--- config.mk ---
export PLATFORM = sky130hd
export DESIGN_NAME = spike_delay_ring_buffer_flat
export DESIGN_NICKNAME = d
export VERILOG_FILES = /design/src/sv/sdrb_pkg.sv /design/src/sv/sdrb_if.sv /design/src/sv/spike_delay_ring_buffer.sv /design/src/sv/sdrb_lane_mem.sv /design/src/sv/sdrb_ring_ctl.sv /design/src/sv/sdrb_out_stage.sv /design/src/flat_wrapper.sv
export SDC_FILE = /design/constraint.sdc
export NUM_CORES = 1
export LEC_CHECK = 0
export BUFFER_PORTS_ARGS = -buffer_cell sky130_fd_sc_hd__buf_4
export CORE_AREA = 2 2 231 233
export CTS_BUF_LIST = sky130_fd_sc_hd__clkbuf_16
export CTS_CLUSTER_SIZE = 30
export DETAILED_ROUTE_END_ITERATION = 10
export DIE_AREA = 0 0 233 235
export PLACE_DENSITY_LB_ADDON = 0.12
export SETUP_SLACK_MARGIN = 0.2
export SKIP_LAST_GASP = 1
export SYNTH_ARGS = -nofsm -noshare
export SYNTH_HDL_FRONTEND = slang
export SYNTH_SLANG_ARGS = --single-unit
--- constraint.sdc ---
create_clock -name i_clk -period 3.75 [get_ports i_clk]
set_clock_uncertainty 0.15 [all_clocks]
set_input_delay 0.1875 -clock i_clk [delete_from_list [all_inputs] [get_ports i_clk]]
set_output_delay 0.1875 -clock i_clk [all_outputs]
set_load 0.05 [all_outputs]
--- src/sv/sdrb_pkg.sv ---
// ----------------------------------------------------------------------------
// sdrb_pkg
// shared types and codes for the spike delay ring buffer
// ----------------------------------------------------------------------------
package sdrb_pkg;

    localparam int unsigned NEURON_BITS = 16;
    localparam int unsigned DELAY_BITS  = 5;
    localparam int unsigned NIB_BITS    = 4;
    localparam int unsigned LANES_BITS  = NEURON_BITS * NIB_BITS;

    typedef logic [1:0]             t_kind;
    typedef logic [NEURON_BITS-1:0] t_spikes;
    typedef logic [DELAY_BITS-1:0]  t_delay;
    typedef logic [LANES_BITS-1:0]  t_lane_delays;

    localparam t_kind KIND_PUSH      = 2'd0;
    localparam t_kind KIND_READ      = 2'd1;
    localparam t_kind KIND_LANE_READ = 2'd2;
    localparam t_kind KIND_CLEAR     = 2'd3;

    localparam logic STATUS_OK    = 1'b0;
    localparam logic STATUS_RANGE = 1'b1;

    // per-item read control carried beside the memory read
    typedef struct packed {
        t_spikes mask;
        logic    status;
    } t_rd_ctl;

endpackage

--- src/sv/sdrb_if.sv ---
// ----------------------------------------------------------------------------
// sdrb_in_if / sdrb_out_if
// valid/ready channels for command items and result items
// ----------------------------------------------------------------------------
interface sdrb_in_if;
    import sdrb_pkg::*;

    logic         valid;
    logic         ready;
    t_kind        kind;
    t_spikes      spike_bits;
    t_delay       delay;
    t_lane_delays lane_delays;

    modport source (output valid, kind, spike_bits, delay, lane_delays, input ready);
    modport sink   (input valid, kind, spike_bits, delay, lane_delays, output ready);
endinterface

interface sdrb_out_if;
    import sdrb_pkg::*;

    logic    valid;
    logic    ready;
    t_spikes delayed_spikes;
    logic    status;

    modport source (output valid, delayed_spikes, status, input ready);
    modport sink   (input valid, delayed_spikes, status, output ready);
endinterface

--- src/sv/spike_delay_ring_buffer.sv ---
// ----------------------------------------------------------------------------
// spike_delay_ring_buffer
// Axonal delay line for a group of neurons. Each neuron owns a one-bit
// column memory of MAX_DELAY rows; a push writes every column at the write
// pointer, a read sends each column its own row address (the same one for a
// single-delay read, one per lane for a per-lane read). The block takes one
// item every cycle while the sink takes results: each column does one write
// or one read per cycle, so pushes, clears and reads stream back to back. A
// read result goes through the memory read register, then the output register.
// Rows not yet written since reset or a clear read as zero through the fill
// count, so a clear just resets the write pointer and count: no clearing pass.
// ----------------------------------------------------------------------------
module spike_delay_ring_buffer #(
    parameter int unsigned NEURONS   = 16,
    parameter int unsigned MAX_DELAY = 16
) (
    input  logic       i_clk,
    input  logic       i_rst_n,
    sdrb_in_if.sink    i_in,
    sdrb_out_if.source o_out
);
    import sdrb_pkg::*;

    localparam int unsigned AW = (MAX_DELAY > 1) ? $clog2(MAX_DELAY) : 1;

    logic                       w_accept;
    logic                       w_wr_en;
    logic [AW-1:0]              w_wr_addr;
    logic                       w_rd_en;
    logic [NEURONS-1:0][AW-1:0] w_rd_addr;
    t_rd_ctl                    w_rd_ctl;
    logic [NEURONS-1:0]         w_rd_bits;
    logic                       w_take;
    logic                       w_s1_move;
    t_spikes                    w_s1_data;

    logic    r_s1_valid;
    t_rd_ctl r_s1_ctl;

    assign w_s1_move  = r_s1_valid && w_take;
    assign i_in.ready = !r_s1_valid || w_s1_move;
    assign w_accept   = i_in.valid && i_in.ready;

    sdrb_ring_ctl #(
        .NEURONS   (NEURONS),
        .MAX_DELAY (MAX_DELAY),
        .AW        (AW)
    ) u_ctl (
        .i_clk         (i_clk),
        .i_rst_n       (i_rst_n),
        .i_accept      (w_accept),
        .i_kind        (i_in.kind),
        .i_delay       (i_in.delay),
        .i_lane_delays (i_in.lane_delays),
        .o_wr_en       (w_wr_en),
        .o_wr_addr     (w_wr_addr),
        .o_rd_en       (w_rd_en),
        .o_rd_addr     (w_rd_addr),
        .o_rd_ctl      (w_rd_ctl)
    );

    for (genvar g = 0; g < NEURONS; g++) begin : g_lane
        sdrb_lane_mem #(
            .DEPTH (MAX_DELAY),
            .AW    (AW)
        ) u_mem (
            .i_clk     (i_clk),
            .i_wr_en   (w_wr_en),
            .i_wr_addr (w_wr_addr),
            .i_wr_bit  (i_in.spike_bits[g]),
            .i_rd_en   (w_rd_en),
            .i_rd_addr (w_rd_addr[g]),
            .o_rd_bit  (w_rd_bits[g])
        );
    end

    always_ff @(posedge i_clk) begin
        if (!i_rst_n) begin
            r_s1_valid <= 1'b0;
        end else if (w_rd_en) begin
            r_s1_valid <= 1'b1;
        end else if (w_s1_move) begin
            r_s1_valid <= 1'b0;
        end
    end

    always_ff @(posedge i_clk) begin
        if (w_rd_en) begin
            r_s1_ctl <= w_rd_ctl;
        end
    end

    assign w_s1_data = NEURON_BITS'(w_rd_bits) & r_s1_ctl.mask;

    sdrb_out_stage u_out (
        .i_clk    (i_clk),
        .i_rst_n  (i_rst_n),
        .i_load   (r_s1_valid),
        .i_data   (w_s1_data),
        .i_status (r_s1_ctl.status),
        .o_take   (w_take),
        .o_out    (o_out)
    );

    // full pipeline with a stalled sink must not take an item
    a_stall_blocks: assert property (@(posedge i_clk) disable iff (!i_rst_n)
        (r_s1_valid && o_out.valid && !o_out.ready) |-> !i_in.ready)
        else $error("item accepted with both stages full");

    // an accepted read lands in the memory read stage
    a_read_enters: assert property (@(posedge i_clk) disable iff (!i_rst_n)
        (w_accept && (i_in.kind == KIND_READ || i_in.kind == KIND_LANE_READ))
        |=> r_s1_valid)
        else $error("read item lost at memory stage");

    // a result leaving the memory stage shows up at the output
    a_result_moves: assert property (@(posedge i_clk) disable iff (!i_rst_n)
        w_s1_move |=> o_out.valid)
        else $error("result lost between stages");

    // pushes and clears never produce a result
    a_no_result_push: assert property (@(posedge i_clk) disable iff (!i_rst_n)
        (w_accept && (i_in.kind == KIND_PUSH || i_in.kind == KIND_CLEAR)
         && !r_s1_valid) |=> !r_s1_valid)
        else $error("result created by push or clear");

endmodule

--- src/sv/sdrb_lane_mem.sv ---
// ----------------------------------------------------------------------------
// sdrb_lane_mem
// one neuron's column of the ring: one write and one registered read a cycle
// ----------------------------------------------------------------------------
module sdrb_lane_mem #(
    parameter int unsigned DEPTH = 16,
    parameter int unsigned AW    = 4
) (
    input  logic          i_clk,
    input  logic          i_wr_en,
    input  logic [AW-1:0] i_wr_addr,
    input  logic          i_wr_bit,
    input  logic          i_rd_en,
    input  logic [AW-1:0] i_rd_addr,
    output logic          o_rd_bit
);

    logic r_mem [DEPTH];
    logic r_rd_bit;

    always_ff @(posedge i_clk) begin
        if (i_wr_en) begin
            r_mem[i_wr_addr] <= i_wr_bit;
        end
    end

    always_ff @(posedge i_clk) begin
        if (i_rd_en) begin
            r_rd_bit <= r_mem[i_rd_addr];
        end
    end

    assign o_rd_bit = r_rd_bit;

endmodule

--- src/sv/sdrb_ring_ctl.sv ---
// ----------------------------------------------------------------------------
// sdrb_ring_ctl
// write pointer, fill count, per-lane read addresses and history masks
// ----------------------------------------------------------------------------
module sdrb_ring_ctl #(
    parameter int unsigned NEURONS   = 16,
    parameter int unsigned MAX_DELAY = 16,
    parameter int unsigned AW        = 4
) (
    input  logic                        i_clk,
    input  logic                        i_rst_n,
    input  logic                        i_accept,
    input  sdrb_pkg::t_kind             i_kind,
    input  sdrb_pkg::t_delay            i_delay,
    input  sdrb_pkg::t_lane_delays      i_lane_delays,
    output logic                        o_wr_en,
    output logic [AW-1:0]               o_wr_addr,
    output logic                        o_rd_en,
    output logic [NEURONS-1:0][AW-1:0]  o_rd_addr,
    output sdrb_pkg::t_rd_ctl           o_rd_ctl
);
    import sdrb_pkg::*;

    localparam int unsigned FW = $clog2(MAX_DELAY + 1);

    logic [AW-1:0]                r_write_slot;
    logic [FW-1:0]                r_fill_count;
    logic [NEURONS-1:0][DELAY_BITS-1:0] w_d;
    logic [NEURONS-1:0]           w_bad;
    logic [DELAY_BITS:0]          w_ws6;
    logic [DELAY_BITS:0]          w_d6;

    always_ff @(posedge i_clk) begin
        if (!i_rst_n) begin
            r_write_slot <= '0;
            r_fill_count <= '0;
        end else if (i_accept && i_kind == KIND_CLEAR) begin
            r_write_slot <= '0;
            r_fill_count <= '0;
        end else if (i_accept && i_kind == KIND_PUSH) begin
            if (r_write_slot == AW'(MAX_DELAY - 1)) begin
                r_write_slot <= '0;
            end else begin
                r_write_slot <= r_write_slot + 1'b1;
            end
            if (r_fill_count != FW'(MAX_DELAY)) begin
                r_fill_count <= r_fill_count + 1'b1;
            end
        end
    end

    assign o_wr_en   = i_accept && (i_kind == KIND_PUSH);
    assign o_wr_addr = r_write_slot;
    assign o_rd_en   = i_accept && (i_kind == KIND_READ || i_kind == KIND_LANE_READ);

    always_comb begin
        o_rd_ctl = '0;
        w_ws6    = (DELAY_BITS + 1)'(r_write_slot);
        w_d6     = '0;
        for (int i = 0; i < NEURONS; i++) begin
            if (i_kind == KIND_READ) begin
                w_d[i] = i_delay;
            end else begin
                w_d[i] = DELAY_BITS'(i_lane_delays[NIB_BITS*i +: NIB_BITS]) + 1'b1;
            end
            w_bad[i] = (w_d[i] == '0) || (w_d[i] > DELAY_BITS'(MAX_DELAY));
            w_d6     = {1'b0, w_d[i]};
            if (w_bad[i]) begin
                o_rd_addr[i] = '0;
            end else if (w_ws6 >= w_d6) begin
                o_rd_addr[i] = AW'(w_ws6 - w_d6);
            end else begin
                o_rd_addr[i] = AW'(w_ws6 + (DELAY_BITS + 1)'(MAX_DELAY) - w_d6);
            end
            o_rd_ctl.mask[i] = !w_bad[i] && (w_d[i] <= DELAY_BITS'(r_fill_count));
        end
        o_rd_ctl.status = (|w_bad) ? STATUS_RANGE : STATUS_OK;
    end

endmodule

--- src/sv/sdrb_out_stage.sv ---
// ----------------------------------------------------------------------------
// sdrb_out_stage
// output register holding one result item until the sink takes it
// ----------------------------------------------------------------------------
module sdrb_out_stage (
    input  logic              i_clk,
    input  logic              i_rst_n,
    input  logic              i_load,
    input  sdrb_pkg::t_spikes i_data,
    input  logic              i_status,
    output logic              o_take,
    sdrb_out_if.source        o_out
);
    import sdrb_pkg::*;

    logic    r_valid;
    t_spikes r_data;
    logic    r_status;

    assign o_take = !r_valid || o_out.ready;

    always_ff @(posedge i_clk) begin
        if (!i_rst_n) begin
            r_valid <= 1'b0;
        end else if (o_take) begin
            r_valid <= i_load;
        end
    end

    always_ff @(posedge i_clk) begin
        if (o_take && i_load) begin
            r_data   <= i_data;
            r_status <= i_status;
        end
    end

    assign o_out.valid          = r_valid;
    assign o_out.delayed_spikes = r_data;
    assign o_out.status         = r_status;

endmodule

--- src/flat_wrapper.sv ---
// flat-port wrapper written by rule: the top's interface ports become plain ports
module spike_delay_ring_buffer_flat import sdrb_pkg::*;
#(
    parameter int unsigned NEURONS   = 16,
    parameter int unsigned MAX_DELAY = 16
)
  (i_clk, i_rst_n, i_in_valid, i_in_kind, i_in_spike_bits, i_in_delay, i_in_lane_delays, i_in_ready, o_out_valid, o_out_delayed_spikes, o_out_status, o_out_ready);
  sdrb_in_if i_in_i ();
  sdrb_out_if o_out_i ();
  input  logic i_clk;
  input  logic i_rst_n;
  input wire logic [$bits(i_in_i.valid)-1:0] i_in_valid;
  input wire logic [$bits(i_in_i.kind)-1:0] i_in_kind;
  input wire logic [$bits(i_in_i.spike_bits)-1:0] i_in_spike_bits;
  input wire logic [$bits(i_in_i.delay)-1:0] i_in_delay;
  input wire logic [$bits(i_in_i.lane_delays)-1:0] i_in_lane_delays;
  output wire logic [$bits(i_in_i.ready)-1:0] i_in_ready;
  output wire logic [$bits(o_out_i.valid)-1:0] o_out_valid;
  output wire logic [$bits(o_out_i.delayed_spikes)-1:0] o_out_delayed_spikes;
  output wire logic [$bits(o_out_i.status)-1:0] o_out_status;
  input wire logic [$bits(o_out_i.ready)-1:0] o_out_ready;
  assign i_in_i.valid = i_in_valid;
  assign i_in_i.kind = i_in_kind;
  assign i_in_i.spike_bits = i_in_spike_bits;
  assign i_in_i.delay = i_in_delay;
  assign i_in_i.lane_delays = i_in_lane_delays;
  assign i_in_ready = i_in_i.ready;
  assign o_out_valid = o_out_i.valid;
  assign o_out_delayed_spikes = o_out_i.delayed_spikes;
  assign o_out_status = o_out_i.status;
  assign o_out_i.ready = o_out_ready;
  spike_delay_ring_buffer #(.NEURONS(NEURONS), .MAX_DELAY(MAX_DELAY)) u_core (.i_clk(i_clk), .i_rst_n(i_rst_n), .i_in(i_in_i), .o_out(o_out_i));
endmodule
==> flow_metrics.py, run 1 <==
metrics = {
    "status": {
        "status": "finished, final reports clean",
    },
    "sta": {
        "drv_slew": 0,
        "max_slew_margin_pct": 26.42,
        "hold_violations": 0,
        "period_minus_slack_ps": 3398,
        "timing.final.ws_setup_ps": 352.4,
        "hold_ws_ps": 198.7,
        "finalSetupTns_ps": 0,
        "fmax_mhz": 294.3,
        "worst_slew_pin_slew_ps": 1101,
        "rsz0062_at_grt": "no",
        "fin_crit_sh_pct": 90.60,
        "setup_viol": 0,
    },
    "critical_path": {
        "crit_fanout": 12,
        "start_kind": "flip-flop",
        "crit_path_end_kind": "flip-flop",
        "critical_path_class": "flip-flop to flip-flop",
        "worst_ep_arrival_time_ps": 3550,
        "critPathRequiredTime_ps": 3900,
    },
    "clock_tree": {
        "cts_tree": "yes",
        "cts_setup_buffers": 0,
        "clock_path_buffers": 3,
        "cts.sinks": 317,
        "path_clk_slew_ps": 60,
        "cts-resized-gates": 0,
        "htreeDepth": 2,
        "cts_buffers": 38,
        "cts_hold_buf": 20,
        "clk_latency_ps": 550,
        "root_buffer": "clkbuf_16",
    },
    "synth": {
        "ys_ff_latch": 317,
        "synth_ff_type": "edfxtp_1",
        "synth.avg_cell_area_um2": 12.47,
        "netlist_instances": 1455,
        "synth_area_leaders": "edfxtp_1, ha_1, mux4_2, xor2_1, a21oi_1",
        "yosys_warnings": 0,
        "synth-async-reset-ratio_pct": 0,
        "netlist_area_um2": 18150,
        "ys_seq_area_share_pct": 51.85,
        "syn-num-nets": 1715,
        "synth_top_area_cell": "edfxtp_1",
        "synthDominantCellAreaShare_pct": 50.64,
        "yosysUniqueCellTypes": 70,
        "synth-edff-count": 306,
    },
    "final_layout": {
        "post-route-util_pct": 41.96,
        "n_fill_cell": 4894,
        "area_growth_syn_to_layout_pct": 20.79,
        "diodes": 0,
        "final_common_cell": "edfxtp_1",
        "final_cells": 2390,
        "fin_area_um2": 21920,
        "drive_gt1_share_pct": 20.09,
        "fin_nets": 1932,
        "mostFrequentLayoutCells": "edfxtp_1, buf_4, ha_1",
    },
    "detailed_routing": {
        "routed_wl_mm": 56.62,
        "vias_per_cell": 5.379,
        "vias": 12855,
        "avgRoutedWirePerCell_um": 23.69,
        "route.detailed.drc": 0,
        "drtAntennaViolNets": 0,
        "drt_iter0_drc": 1043,
        "first_pass_iters": 5,
    },
    "grt": {
        "grt_use_met1_pct": 31.19,
        "use_met3_pct": 2.961,
        "gr-usage-all-layers_pct": 20.72,
        "globalRouteOverflowTotal": 0,
        "grt_pass1_vias": 12621,
        "grt_antenna_before_repair": 1,
        "grt_pass1_wl_mm": 82.64,
        "top_usage_layer": "met2",
        "met2_usage_pct": 31.35,
        "grt_start_max_net_pins": 52,
    },
    "power_and_ir_drop": {
        "internal_power_mw": 7.121,
        "total_leakage_power_nw": 8.554,
        "power_switching_mw": 2.572,
        "power.density_nw_per_um2": 442.2,
        "combPwrFrac_pct": 20.2,
        "total_power_mw": 9.693,
        "switching_share_pct": 26.54,
        "ir_drop_mv": 0.2831,
        "seqPwrFrac_pct": 41.2,
        "power_frac_clock_pct": 38.6,
    },
    "floorplan": {
        "die_x_um": 233,
        "die_y_um": 235,
        "start_util_pct": 34.74,
        "rows": 84,
        "die-area_um2": 54760,
        "coreArea_um2": 52240,
        "ios": 110,
    },
    "hold_path": {
        "hold_class": "input pin to flip-flop",
    },
    "place": {
        "place_area_um2": 20440,
        "place_hpwl_mm": 40.28,
        "dp.cells": 2300,
        "io_buffer_count": 109,
        "pre_cts_ws_ps": 126.0,
        "gp_congestion": 0.8368,
    },
    "run": {
        "maxCapViolCount": 0,
    },
}
cells by family (layout without fill, tap and decap cells):
kind of cell    count (synthesis)  in the layout  synth area share, %
compound gates                343            343                12.36
simple gates                  325            325                9.253
flops                         317            317                51.85
fa+ha+maj                     169            169                12.31
buf+inv                       131            378                2.799
xor+xnor                       91             91                4.434
mux                            79             79                6.985
power groups by stage:
| stage | Combinational [mW] | Clock (mW) | Sequential, mW |
|---|---|---|---|
| 6_report | 1.96 | 3.74 | 3.99 |
| 5_1_grt | 2.17 | 3.99 | 3.99 |
| 4_1_cts | 1.96 | 3.83 | 3.99 |
| 3_5_place_dp | 1.94 | 0 | 4.07 |
| 3_3_place_gp | 1.92 | 0 | 4.07 |
| 2_1_floorplan | 1.31 | 0 | 4.09 |
flip-flops by register name (all words and copies together), names as in the netlist:
signal and cells:
u_core.g_lane.u_mem.r_mem 256, u_core.r_s1_ctl 17, u_core.g_lane.u_mem.o_rd_bit 16, u_core.u_out.o_out.delayed_spikes 16, u_core.u_ctl.r_fill_count 5, u_core.u_ctl.o_wr_addr 4
u_core.r_s1_valid 1, u_core.u_out.o_out.status 1, u_core.u_out.o_out.valid 1
cell usage after synthesis, types with 3 or more instances:
cell / n
a211o_1: 5
a211oi_1: 6
a21o_1: 34
a21oi_1: 82
a221o_1: 3
a31o_2: 4
a31oi_1: 13
a32o_1: 5
a32oi_1: 3
a41o_1: 11
and2_1: 25
and3_1: 11
buf_2: 8
clkbuf_1: 26
dfxtp_1: 11
edfxtp_1: 306
fa_1: 16
ha_1: 153
inv_1: 92
mux2_2: 11
mux2i_1: 31
mux4_2: 37
nand2_1: 65
nand2b_1: 38
nand3_1: 35
nand3b_1: 12
nand4_1: 13
nand4b_1: 3
nor2_1: 73
nor2b_1: 26
nor3_1: 6
o2111ai_1: 5
o211ai_1: 18
o21a_1: 38
o21ai_0: 76
o21ai_1: 9
o221ai_1: 3
o22ai_1: 10
o31ai_1: 3
or2_2: 5
xnor2_1: 42
xor2_1: 48
layout make-up:
class	count	area [µm²]	area share (%)
flip-flops and latches	317	9412	42.94
multi-input cells	1007	8303	37.88
repair buffers	214	1707	7.786
clock buffers	41	1026	4.681
well taps	688	860.8	3.927
inverters	94	359.1	1.638
clock inverters	29	251.5	1.147
routing by layer:
metal	vias up	wire [µm]
met2	400	24630
met5	-	0
li1	5941	-
met4	0	1138
met3	62	3062
met1	6452	27790
critical path: stages (launching register included):
cell and delay, ps:
dfxtp_1 430, inv_1 290, buf_4 340, ha_1 250, fa_1 670, mux4_2 340, nor2b_1 140, a211o_1 280
a32o_1 250
path summary, 6_finish.rpt:
path | from | to | slack, ps | depth (start not counted)
max | u_core.u_ctl.o_wr_addr[0] | u_core.g_lane[14].u_mem.o_rd_bit | 350 | 8
min | i_in_lane_delays[43] | u_core.g_lane[10].u_mem.o_rd_bit | 200 | 5
max reg2reg | u_core.u_ctl.o_wr_addr[0] | u_core.g_lane[14].u_mem.o_rd_bit | 350 | 8
min reg2reg | u_core.r_s1_ctl[0] | u_core.u_out.o_out.status | 320 | 0
No activity file was read; power rests on OpenSTA's default activity.
==> run 2: changes to the inputs <==
--- a/config.mk
+++ b/config.mk
@@ -12,6 +12,7 @@
 export DETAILED_ROUTE_END_ITERATION = 10
 export DIE_AREA = 0 0 233 235
 export PLACE_DENSITY_LB_ADDON = 0.12
+export RECOVER_POWER = 100
 export SETUP_SLACK_MARGIN = 0.2
 export SKIP_LAST_GASP = 1
 export SYNTH_ARGS = -nofsm -noshare
==> flow_metrics.py, run 2 (synthesis results as in run 1) <==
metrics = {
    "final_layout": {
        "drive_gt1_share_pct": 14.28,
        "final_cells": 2390,
        "regMostFlops": "u_core.g_lane.u_mem.r_mem",
        "reg_top3": "u_core.g_lane.u_mem.r_mem (256), u_core.r_s1_ctl (17)",
        "area_growth_syn_to_layout_pct": 18.73,
        "final_common_cell": "edfxtp_1",
        "post-route-util_pct": 41.25,
        "largest_reg_flops": 256,
        "mostFrequentLayoutCells": "edfxtp_1, ha_1, buf_4",
        "diodes": 0,
        "fin_area_um2": 21550,
        "fin_nets": 1932,
    },
    "critical_path": {
        "critPathRequiredTime_ps": 3960,
        "slowest_stage": "nand2b_1",
        "cpPeakStageDelay_ps": 540,
        "path_cells": "clkbuf_4, inv_1, ha_1, buf_12, nand2b_1, o21ai_0, ha_1, o21a_1, or3_1, and2_0, or3b_1, o21ai_0, a21oi_1, o311ai_1",
        "start_kind": "input pin",
        "worst_ep_arrival_time_ps": 3720,
        "crit_path_end_kind": "flip-flop",
        "critical_path_class": "input pin to flip-flop",
        "crit_fanout": 42,
    },
    "floorplan": {
        "die_y_um": 235,
        "rows": 84,
        "die_x_um": 233,
        "die-area_um2": 54760,
        "start_util_pct": 34.74,
        "coreArea_um2": 52240,
        "ios": 110,
    },
    "status": {
        "status": "complete, but fails checks",
        "violations": "max-capacitance violations, max-slew violations",
    },
    "detailed_routing": {
        "vias": 12818,
        "route.detailed.drc": 0,
        "first_pass_iters": 5,
        "drtAntennaViolNets": 0,
        "vias_per_cell": 5.363,
        "avgRoutedWirePerCell_um": 23.65,
        "routed_wl_mm": 56.52,
        "drt_iter0_drc": 1099,
    },
    "clock_tree": {
        "clock_path_buffers": 3,
        "cts_setup_buffers": 0,
        "path_clk_slew_ps": 60,
        "htreeDepth": 2,
        "cts.sinks": 317,
        "clk_latency_ps": 550,
        "cts-resized-gates": 0,
        "cts_buffers": 38,
        "root_buffer": "clkbuf_16",
        "cts_tree": "yes",
    },
    "sta": {
        "fin_crit_sh_pct": 93.51,
        "setup_viol": 0,
        "finalSetupTns_ps": 0,
        "timing.final.ws_setup_ps": 243.3,
        "hold_ws_ps": 198.1,
        "hold_violations": 0,
        "period_minus_slack_ps": 3507,
        "worst_slew_pin_slew_ps": 1924,
        "drv_slew": 41,
        "max_slew_margin_pct": -28.86,
        "fmax_mhz": 285.2,
        "rsz0062_at_grt": "no",
    },
    "power_and_ir_drop": {
        "power_frac_clock_pct": 38.7,
        "total_leakage_power_nw": 8.220,
        "power_switching_mw": 2.560,
        "combPwrFrac_pct": 19.9,
        "power.density_nw_per_um2": 448.0,
        "switching_share_pct": 26.52,
        "total_power_mw": 9.653,
        "ir_drop_mv": 0.2821,
        "seqPwrFrac_pct": 41.4,
        "internal_power_mw": 7.093,
    },
    "place": {
        "place_area_um2": 20440,
        "place_hpwl_mm": 40.28,
        "dp.cells": 2300,
        "gp_congestion": 0.8368,
        "pre_cts_ws_ps": 126.0,
        "io_buffer_count": 109,
    },
    "grt": {
        "grt_pass1_vias": 12621,
        "grt_start_max_net_pins": 52,
        "grt_antenna_before_repair": 1,
        "gr-usage-all-layers_pct": 20.72,
        "grt_pass1_wl_mm": 82.64,
        "globalRouteOverflowTotal": 0,
    },
    "run": {
        "maxCapViolCount": 3,
    },
    "hold_path": {
        "hold_class": "input pin to flip-flop",
    },
}
-- run 2: cell count changes in the layout (fill, tap and decap cells not counted), moves of 3 or more --
cell,before,now
and2_1,25,9
nor2_2,13,1
o21ai_1,10,6
and2_0,0,16
clkbuf_1,0,78
nor3_1,2,5
nor3_2,4,1
nor2_1,60,72
o21ai_0,75,79
buf_4,190,111
-- run 2: final cells by class --
type                    count  area, µm²
fillers                  4963      30690
flip-flops and latches    317       9412
multi-input cells        1007       8223
repair buffers            214       1414
clock buffers              41       1026
well taps                 688      860.8
inverters                  94      359.1
clock inverters            29      251.5
-- run 2: final timing paths --
kind                            start                          endpoint  slack (ps)  cells past startpoint
min reg2reg        u_core.r_s1_ctl[0]         u_core.u_out.o_out.status         320                      0
max                      i_in_kind[1]  u_core.g_lane[15].u_mem.o_rd_bit         240                     14
max reg2reg  u_core.u_out.o_out.valid         u_core.u_ctl.o_wr_addr[3]         310                      8
min              i_in_lane_delays[43]  u_core.g_lane[10].u_mem.o_rd_bit         200                      5
-- run 2: critical path, delay by kind of cell --
family	cells	cell delay (ps)
adders and majority gates	2	690
and+or+nand+nor	4	1430
buffers and inverters	3	380
AOI/OAI and AO/OA	5	1010
-- run 2: what timing repair did --
action | in CTS | in global routing
endpoints found under the setup margin | 0 | 0
hold buffers | 20 | 0
endpoints found under the hold margin | 263 | 0
-- run 2: metal layers --
layer  wire (µm)  up-vias  global-route usage [%]
met5           0        -                       0
met4        1154        0                   4.941
met3        3483       66                   2.961
met2       24430      424                   31.35
met1       27450     6384                   31.19
li1            -     5944                       -
-- run 2: power groups by stage --
stage / Clock (mW) / Sequential (mW) / Combinational (mW)
after floorplan: 0 / 4.09 / 1.31
after global placement: 0 / 4.07 / 1.92
after detailed placement: 0 / 4.07 / 1.94
after CTS: 3.83 / 3.99 / 1.96
after global routing: 3.99 / 4.00 / 2.13
final: 3.73 / 3.99 / 1.92
==> run 3: changes to the inputs <==
==> constraint.sdc (replaced) <==
create_clock -name i_clk -period 3.9 [get_ports i_clk]
set_clock_uncertainty 0.15 [all_clocks]
set_input_delay 0.195 -clock i_clk [delete_from_list [all_inputs] [get_ports i_clk]]
set_output_delay 0.195 -clock i_clk [all_outputs]
set_load 0.05 [all_outputs]
==> flow_metrics.py, run 3 (synthesis results as in run 1) <==
metrics = {
    "status": {
        "status": "complete, but fails checks",
        "violations": "max-capacitance violations, max-slew violations",
    },
    "detailed_routing": {
        "vias_per_cell": 5.314,
        "drtAntennaViolNets": 0,
        "first_pass_iters": 5,
        "routed_wl_mm": 57.11,
        "avgRoutedWirePerCell_um": 24.02,
        "drt_iter0_drc": 1007,
        "vias": 12631,
        "route.detailed.drc": 0,
    },
    "critical_path": {
        "crit_fanout": 26,
        "crit_path_frequent_cell": "clkbuf_1",
        "r2r-end": "u_core.g_lane[4].u_mem.r_mem[12]",
        "r2r-start": "u_core.u_ctl.o_wr_addr[2]",
        "critPathRequiredTime_ps": 4030,
        "critical_path_class": "input pin to flip-flop",
        "r2r_cells": 4,
        "rrSetupSlack_ps": 390,
        "crit_path_end_kind": "flip-flop",
        "path_cells": "clkbuf_1, inv_1, ha_1, clkbuf_2, nand2b_2, clkbuf_1, o21ai_0, nand2_1, nor2_1, xnor2_1, nand4_1, or4_1",
        "worst_ep_arrival_time_ps": 3670,
        "start_kind": "input pin",
        "slowest_stage": "or4_1",
        "cpPeakStageDelay_ps": 590,
    },
    "sta": {
        "setup_viol": 0,
        "max_slew_margin_pct": -97.35,
        "worst_slew_pin_slew_ps": 2954,
        "period_minus_slack_ps": 3542,
        "timing.final.ws_setup_ps": 358.2,
        "fmax_mhz": 282.3,
        "drv_slew": 52,
        "finalSetupTns_ps": 0,
        "hold_violations": 0,
        "fin_crit_sh_pct": 90.82,
        "rsz0062_at_grt": "no",
    },
    "hold_path": {
        "hold_class": "input pin to flip-flop",
        "hold_path_depth": 5,
        "hold-path-endpoint": "u_core.g_lane[10].u_mem.o_rd_bit",
        "hold_start": "i_in_lane_delays[43]",
    },
    "final_layout": {
        "final_common_cell": "edfxtp_1",
        "drive_gt1_share_pct": 13.63,
        "regMostFlops": "u_core.g_lane.u_mem.r_mem",
        "reg_top3": "u_core.g_lane.u_mem.r_mem (256), u_core.r_s1_ctl (17)",
        "mostFrequentLayoutCells": "edfxtp_1, ha_1, buf_4",
        "largest_reg_flops": 256,
        "area_growth_syn_to_layout_pct": 18.00,
        "fin_nets": 1920,
        "final_cells": 2377,
        "post-route-util_pct": 40.99,
    },
    "clock_tree": {
        "cts_buffers": 39,
        "clock_path_buffers": 3,
        "htreeDepth": 2,
        "cts.sinks": 317,
        "path_clk_slew_ps": 60,
        "cts_tree": "yes",
        "root_buffer": "clkbuf_16",
        "clk_latency_ps": 560,
    },
    "floorplan": {
        "die_x_um": 233,
        "ios": 110,
        "start_util_pct": 34.74,
        "die-area_um2": 54760,
        "rows": 84,
        "coreArea_um2": 52240,
        "die_y_um": 235,
    },
    "run": {
        "maxCapViolCount": 2,
    },
    "place": {
        "dp.cells": 2287,
        "pre_cts_ws_ps": 163.8,
        "place_hpwl_mm": 39.38,
        "io_buffer_count": 109,
        "gp_congestion": 0.8421,
    },
    "grt": {
        "grt_pass1_vias": 12460,
        "grt_start_max_net_pins": 64,
        "globalRouteOverflowTotal": 0,
        "grt_pass1_wl_mm": 82.95,
        "grt_antenna_before_repair": 2,
        "gr-usage-all-layers_pct": 20.99,
    },
    "power_and_ir_drop": {
        "total_leakage_power_nw": 8.183,
        "power.density_nw_per_um2": 429.8,
        "total_power_mw": 9.203,
        "ir_drop_mv": 0.2710,
    },
}
-- run 3: changes by cell type in the layout (fill, tap and decap cells not counted), moves of 2 or more --
cell / delta
clkinvlp_4: -8
diode_2: +2
and2_0: -2
clkinv_1: +2
clkbuf_1: -6
and2_1: +2
buf_4: -6
-- run 3: layout make-up --
class,instances,area [µm²]
clock inverters,27,211.5
multi-input cells,1007,8219
repair buffers,201,1324
diodes,2,5.005
well taps,688,860.8
clock buffers,41,1026
inverters,94,355.3
fillers,4921,30820
flip-flops and latches,317,9410
-- run 3: power by group --
group          switching [mW]  leakage [nW]  internal, mW  total [mW]
Clock                    1.43         0.634          2.10        3.53
Combinational            1.01          4.68         0.821        1.83
Sequential             0.0174          2.87          3.82        3.84
Total                    2.46          8.18          6.74        9.20
-- run 3: stage by stage --
stage / instance area [µm²] / hold WS (ps)
floorplan: 18160 / 143.9
global placement: 20310 / 269.5
finish: 21410 / 219.5
detailed placement: 20310 / 272.0
CTS: 21750 / 188.9
global route: 21410 / 266.1
-- run 3: per-layer routing --
metal | vias to the layer above | GRT usage [%] | part of all wire, %
met1 | 6260 | 29.37 | 45
li1 | 5927 | - | -
met5 | - | 0 | 0.028
met4 | 2 | 5.732 | 3.0
met3 | 87 | 3.908 | 6.3
met2 | 355 | 33.26 | 45
-- run 3: what timing repair did --
action	in CTS	in global routing
gates resized for setup	0	0
hold endpoints to repair	258	0
hold buffers	20	0
buffers inserted	0	0
-- run 3: worst max path at each step --
| stage | end | from | depth (start not counted) | slack (ps) |
|---|---|---|---|---|
| 2_1_floorplan | u_core.g_lane[10].u_mem.o_rd_bit | i_in_kind[1] | 16 | 170 |
| 5_1_grt | u_core.g_lane[15].u_mem.o_rd_bit | i_in_kind[1] | 14 | 150 |
| 3_5_place_dp | u_core.g_lane[14].u_mem.o_rd_bit | i_in_kind[1] | 13 | 160 |
| 4_1_cts | u_core.g_lane[14].u_mem.o_rd_bit | u_core.u_ctl.o_wr_addr[0] | 8 | 460 |
| 6_report | u_core.r_s1_ctl[0] | i_in_kind[1] | 12 | 360 |
| 3_3_place_gp | u_core.g_lane[14].u_mem.o_rd_bit | i_in_kind[1] | 13 | 200 |
-- run 3: worst max-delay path, delay by kind of cell --
family	cells	cell delay, ps
buffers and inverters	4	920
AO/OA/AOI/OAI	1	250
adder cells (fa/ha/maj)	1	260
AND/OR/NAND/NOR	5	1490
XOR/XNOR	1	530
